[config.mk]
export PLATFORM = sky130hd
export DESIGN_NAME = fctc_ctrl
export DESIGN_NICKNAME = d
export VERILOG_FILES = /design/src/rtl/core/fctc_pkg.sv /design/src/rtl/core/fctc_ctrl.sv
export SDC_FILE = /design/constraint.sdc
export NUM_CORES = 1
export LEC_CHECK = 0
export BUFFER_PORTS_ARGS = -buffer_cell sky130_fd_sc_hd__buf_2
export CELL_PAD_IN_SITES_DETAIL_PLACEMENT = 2
export CELL_PAD_IN_SITES_GLOBAL_PLACEMENT = 2
export CORE_UTILIZATION = 26
export DETAILED_ROUTE_END_ITERATION = 12
export PLACE_DENSITY = 0.76
export SLEW_MARGIN = 30
export SYNTH_ARGS = -nofsm -noshare
export SYNTH_HDL_FRONTEND = slang
export SYNTH_SLANG_ARGS = --single-unit
[constraint.sdc]
create_clock -name clk -period 1.31 [get_ports clk]
set_input_delay 0 -clock clk [delete_from_list [all_inputs] [get_ports clk]]
set_output_delay 0 -clock clk [all_outputs]
set_load 0.03 [all_outputs]
[src/rtl/core/fctc_pkg.sv]
// Package: shared constants and types for the floor/ceiling texel caster.
`timescale 1ns / 1ps
`default_nettype none
package fctc_pkg;
  localparam int FLOOR_TEX_W = 64;
  localparam int FLOOR_TEX_H = 64;
  localparam int CEIL_TEX_W = 64;
  localparam int CEIL_TEX_H = 64;
  localparam int DIV_BITS = 28;

  localparam logic [2:0] REG_CAM_X = 3'd0;
  localparam logic [2:0] REG_CAM_Y = 3'd1;
  localparam logic [2:0] REG_DIR_X = 3'd2;
  localparam logic [2:0] REG_DIR_Y = 3'd3;
  localparam logic [2:0] REG_PLANE_X = 3'd4;
  localparam logic [2:0] REG_PLANE_Y = 3'd5;
  localparam logic [2:0] REG_WIDTH = 3'd6;
  localparam logic [2:0] REG_HEIGHT = 3'd7;

  // Commands from controller to datapath
  typedef struct packed {
    logic div_start;   // load the row-distance divider
    logic div_step;    // one quotient bit
    logic mul_dist;    // latch distance, form ray terms
    logic ste_start;   // compute products, then load step dividers
    logic ste_step;    // one quotient bit of step dividers
    logic row_commit;  // write steps, world start, row
    logic pix;         // emit pixel into output register, advance
  } fctc_cmd_t;

  typedef struct packed {
    logic row_ok;      // row start is a valid lower-half row
    logic pix_ok;      // a column remains
  } fctc_stat_t;

  // Texture coordinate: 0 for negative, else (size*frac)>>16 clamped
  function automatic logic [9:0] tex_coord(input logic [31:0] f, input int size);
    logic [25:0] t;
    t = 26'(size) * {10'd0, f[15:0]};
    if (f[31]) return 10'd0;
    if (t[25:16] > 10'(size - 1)) return 10'(size - 1);
    return t[25:16];
  endfunction

  function automatic logic [11:0] texel(input logic [31:0] wx, input logic [31:0] wy,
                                        input int w, input int h);
    logic [21:0] p;
    p = 22'(tex_coord(wx, h)) * 22'(w) + 22'(tex_coord(wy, w));
    return p[11:0];
  endfunction
endpackage
`default_nettype wire

[src/rtl/core/fctc_ctrl.sv]
// Controller: sequences row starts and pixel beats.
`timescale 1ns / 1ps
`default_nettype none
module fctc_ctrl (
  input  wire logic                 clk,
  input  wire logic                 rst,
  input  wire logic                 in_valid,
  input  wire logic                 in_action,
  output logic                      in_ready,
  output logic                      out_valid,
  input  wire logic                 out_ready,
  input  wire fctc_pkg::fctc_stat_t stat,
  output fctc_pkg::fctc_cmd_t       cmd
);
  localparam logic [2:0] S_IDLE   = 3'd0;
  localparam logic [2:0] S_DIV    = 3'd1;
  localparam logic [2:0] S_MUL    = 3'd2;
  localparam logic [2:0] S_PROD   = 3'd3;
  localparam logic [2:0] S_STEP   = 3'd4;
  localparam logic [2:0] S_SIGN   = 3'd5;
  localparam logic [2:0] S_COMMIT = 3'd6;

  logic [2:0] state, state_next;
  logic [5:0] count, count_next;
  logic out_valid_next;
  logic take;

  // Output slot frees when taken; pixels flow back to back
  assign in_ready = (state == S_IDLE) && (!out_valid || out_ready);
  assign take = in_valid && in_ready;

  always_comb begin
    state_next = state;
    count_next = count;
    cmd = '0;
    out_valid_next = out_valid && !out_ready;
    case (state)
      S_IDLE: begin
        if (take && in_action && stat.pix_ok) begin
          cmd.pix = 1'b1;
          out_valid_next = 1'b1;
        end else if (take && !in_action && stat.row_ok) begin
          cmd.div_start = 1'b1;
          count_next = 6'd27;
          state_next = S_DIV;
        end
      end
      S_DIV: begin
        cmd.div_step = 1'b1;
        count_next = count - 6'd1;
        if (count == 6'd0) state_next = S_MUL;
      end
      S_MUL: begin
        cmd.mul_dist = 1'b1;
        state_next = S_PROD;
      end
      S_PROD: begin
        cmd.ste_start = 1'b1;
        state_next = S_SIGN;
      end
      S_SIGN: begin
        count_next = 6'd45;
        state_next = S_STEP;
      end
      S_STEP: begin
        cmd.ste_step = 1'b1;
        count_next = count - 6'd1;
        if (count == 6'd0) state_next = S_COMMIT;
      end
      // Quotients are final here
      S_COMMIT: begin
        cmd.row_commit = 1'b1;
        state_next = S_IDLE;
      end
      default: state_next = S_IDLE;
    endcase
  end

  always_ff @(posedge clk) begin
    if (rst) begin
      state <= S_IDLE;
      count <= '0;
      out_valid <= 1'b0;
    end else begin
      state <= state_next;
      count <= count_next;
      out_valid <= out_valid_next;
    end
  end
endmodule
`default_nettype wire

### Word level (Yosys, flattened, before mapping)

Index checks and enable logic that the tools add are counted.

* reduce and logical (&&, ||, !) cells: 17
* equality and inequality tests: 10
* multiplexer cells: 20
* add/sub/neg operators: 1

Operators by type and width (count)
* $pmux 3 s6: 1
* $pmux 6 s3: 1
* $mux 1: 12
* $mux 3: 4
* $mux 6: 2
* $eq 3x3->1 const B: 3
* $logic_and 1x1->1: 7
* $eq 3x2->1 const B: 2
* $logic_not 6->1: 1
* $ne 2x2->1 const B: 3
* $sub 6x1->6 const B: 1
* $reduce_and 4->1: 1
* $eq 3x1->1 const B: 1
* $logic_not 1->1: 3
* $logic_not 3->1: 1
* $reduce_and 3->1: 1
* $reduce_bool 3->1: 1
* $ne 2x1->1 const B: 1
* $reduce_or 2->1: 1
* $logic_or 1x1->1: 1

* output and inout bits: 9
* bits in registers: 10
* word-level logic and storage cells: 51
* bits of input ports: 7

### Depth between registers and ports, before layout

* depth after elaboration: 9
* mapped depth: 5
* mapped depth without buffers: 5

### Worst setup path before layout

No wires, ideal clock.

* path kind: register to register
* from: reg out_valid
* to: reg out_valid
* setup slack: -0.566 ns
* data required time: 1.252 ns
* data arrival time: 1.818 ns
* stages on the path, launching flop included: 5
* buffers on the path: 0
* clock period less this slack: 1.876 ns
* path through: dfxtp_1 nor2b_1 nor4_2 and4_1 o21a_1

* word-level cells in the longest chain between the ends: 8
* elaborated cells between the ends (all ways): 9
* classes of those cells: 2 x mux; 7 x reduce/logical

RTL lines
* start, declared: RTL line fctc_ctrl.sv:10 `output logic out_valid,`
* start signal, assigned: RTL line fctc_ctrl.sv:87 `out_valid <= out_valid_next;`
* $logic_not 1->1: RTL line fctc_ctrl.sv:29 `assign in_ready = (state == S_IDLE) && (!out_valid || out_ready);`
* $logic_or 1x1->1: RTL line fctc_ctrl.sv:29
* $logic_and 1x1->1: RTL line fctc_ctrl.sv:29
* via in_ready: RTL line fctc_ctrl.sv:9 `output logic in_ready,`
* $logic_and 1x1->1: RTL line fctc_ctrl.sv:30 `assign take = in_valid && in_ready;`
* $logic_and 1x1->1 (2 in a row): RTL line fctc_ctrl.sv:39 `if (take && in_action && stat.pix_ok) begin`
* $mux 1: RTL line fctc_ctrl.sv:39
* $mux 1: RTL line fctc_ctrl.sv:37 `case (state)`

The timed path passes the listed nets, and every way through them passes these cells.
A chain may end at the register's enable or synchronous reset.

==> impl_metrics.ini <==
[critical_path]
slowest_delay_ns = 0.38
cp-start-kind = flip-flop
crit_slowest_cell = or3_4
crit_start = out_valid$_SDFF_PP0_
worst-setup-path-type = reg -> out
reg2reg_from = state[2]$_SDFFE_PP0P_
endpoint_kind = output port
arrival_ns = 1.44
path_cells = nor2b_4, or3_4, nor3_2, buf_4
worstPathRequired_ns = 1.31
crit_fanout = 5

[floorplan]
die_area_um2 = 2580
die_y_um = 50.8
chipWidth_um = 50.8
core_area_um2 = 2230
num_io_pins = 16
rows = 17
initial_core_util_pct = 27.7

[place]
hpwlAfterDp_mm = 1.90
post-place-ws_ns = -0.0679
place.port_buffers = 15
routabilityCongestion = 0.858

[yosys]
synth_area_leaders = dfxtp_1, a31oi_1, ha_1, nor2b_1, nor3_1
synth_compound_area_share_pct = 26.7
synth-xor-area-share_pct = 1.41
synth_area_um2 = 619
netlist.area_leader.share_pct = 32.3
synth_cell_types = 33
synthCells = 72
synthSimpleGateAreaFrac_pct = 30.1
synth_warnings = 0
synth_top_family_by_area = simple AND/OR/NAND/NOR gates
ys_seq_area_share_pct = 32.3
synth-seq-cells = 10
yosysTopAreaCell = dfxtp_1
syn_avg_cell_area_um2 = 8.60
synth_adder_area_share_pct = 4.04
synth_nets = 81
muxShareOfSynthArea_pct = 0

[sta]
finalCriticalPeriod_ns = 1.44
slew-limit-headroom_pct = 64.9
fin_tns_setup_ns = -0.611
rsz0062_at_grt = yes
period_share_pct = 110
setup_viol = 10
worst_pin_slew_ns = 0.522
finalHoldViolCount = 0
fin_ws_ns = -0.127
timing.fmax_mhz = 696
finClkSkew_ns = 0.0113
slew_violations = 0

[clock_tree]
cts_tree = built
cts_buffers = 3
clkLatencyLatePin_ns = 0.29
path_clk_slew_ns = 0.08
hold_buffers = 0
cts_max_path_buffers = 2
cts_htree_levels = 1
clockRootBuffer = clkbuf_4
cts_sinks = 10

[global_routing]
top_usage_layer = met2
met1_usage_pct = 27.4
grt_pass1_wl_mm = 4.65
grt_pass1_vias = 888
gr-usage-met3_pct = 7.27
grt_max_degree = 9
track_usage_pct = 27.0
use_met2_pct = 49.3
antenna_found_initial = 0
overflow = 0

[power]
powerDensity_nw_per_um2 = 1170
peakVddDrop_mv = 0.841
p_leak_nw = 0.531

[drt]
drt-initial-drc-count = 10
post_drt_via_cell_ratio = 5.45
ant_nets = 0
vias = 795
routedWlPerCell_um = 23.3
drt_wl_total_mm = 3.41
dr.pass1.iters = 4
drcViolationCount = 0

[run_status]
outcome = finished with violations
violations = negative setup slack

[cells_and_area]
regArea_um2 = 219
drive_gt1_share_pct = 70.3
fin_nets = 128
area_growth_pct = 102
mostFrequentLayoutCell = buf_4
mostFrequentLayoutCells = buf_4, buf_6, buf_2
multiInputGateArea_um2 = 556
diodes = 0
fill_cells = 229

[hold_path]
hp-class = in -> reg
worst_hold_startpoint = rst

[job]
drv_cap = 0
[metrics by stage]
step                      area (µm²)  hold slack, ns  std cells  power, mW  utilization, %
after floorplan                  657           0.185         72      0.672               -
after global placement           876           0.303        128      0.851            39.2
after detailed placement         876           0.314        128      0.891            39.2
after CTS                       1100          0.0207        139       1.29            49.2
after global routing            1250          0.0451        146       1.52            56.1
final                           1250          0.0453        146       1.47            56.1
[synth_stat cells]
| cell | n |
|---|---|
| nor2_2 | 1 |
| or3_1 | 1 |
| a31oi_1 | 4 |
| and4_1 | 1 |
| clkbuf_2 | 1 |
| nor4_1 | 1 |
| nor4_2 | 2 |
| clkbuf_1 | 1 |
| a221oi_1 | 1 |
| o21a_1 | 2 |
| nand4_1 | 1 |
| a41o_1 | 1 |
| o2111a_1 | 2 |
| inv_1 | 4 |
| a21boi_1 | 1 |
| a211oi_1 | 2 |
| o31a_1 | 2 |
| nor3_1 | 5 |
| dfxtp_1 | 10 |
| and3b_1 | 1 |
| nor2b_1 | 4 |
| nand3_1 | 1 |
| ha_1 | 2 |
| nand2_1 | 5 |
| nand3b_1 | 1 |
| a2111oi_0 | 1 |
| nor3b_1 | 2 |
| o31ai_2 | 1 |
| xnor2_1 | 1 |
| buf_2 | 2 |
| nor2_1 | 6 |
| o21bai_1 | 1 |
| a311oi_2 | 1 |
[per-layer routing]
metal | vias to the layer above | wire (µm)
met5 | - | 0
met4 | 0 | 83
li1 | 364 | -
met2 | 27 | 1760
met1 | 398 | 1450
met3 | 6 | 117
[critical path: cells and delay by family (launching register included)]
family	cells	cell delay, ns
AND/OR/NAND/NOR	3	0.63
flip-flops	1	0.34
buffers and inverters	1	0.17
[area by class of cell]
| cell class | instances | share of cell area, % |
|---|---|---|
| clock buffer | 4 | 2.90 |
| inverter | 4 | 1.20 |
| multi-input combinational | 54 | 44.4 |
| sequential | 10 | 17.5 |
| timing repair buffer | 46 | 31.3 |
| tap | 28 | 2.80 |
[report_power, final]
group | switching (mW) | internal [mW]
registers | 0.0561 | 0.344
clock network | 0.128 | 0.169
logic | 0.400 | 0.369
[path summary, 6_finish.rpt]
path | slack (ns) | end | cells past startpoint
worst max register to register | -0.07 | count[3]$_SDFFE_PP0P_ | 5
worst min-delay path | 0.05 | count[0]$_SDFFE_PP0P_ | 2
worst max-delay path | -0.13 | cmd[6] | 4
worst min register to register | 0.55 | count[5]$_SDFFE_PP0P_ | 2
[flip-flops by register name, indices dropped and copies added, names as in the netlist]
name       cells
count          6
out_valid      1
state          3
[kinds of logic (layout without fill, tap and decap cells)]
| kind of cell | count (synthesis) | in the layout |
|---|---|---|
| AO/OA/AOI/OAI | 19 | 19 |
| XOR/XNOR | 1 | 1 |
| AND/OR/NAND/NOR | 32 | 32 |
| buffers and inverters | 8 | 54 |
| flip-flops | 10 | 10 |
| adder cells (fa/ha/maj) | 2 | 2 |
[timing repair]
action | 4_1_cts | 5_1_grt
endpoints found under the setup margin | 13 | 15
gates resized for setup | 34 | 28
setup buffers | 7 | 8
gates cloned | 0 | 0
pin swaps | 4 | 9
hold endpoints to repair | 0 | 0
(Power assumes the default switching activity.)
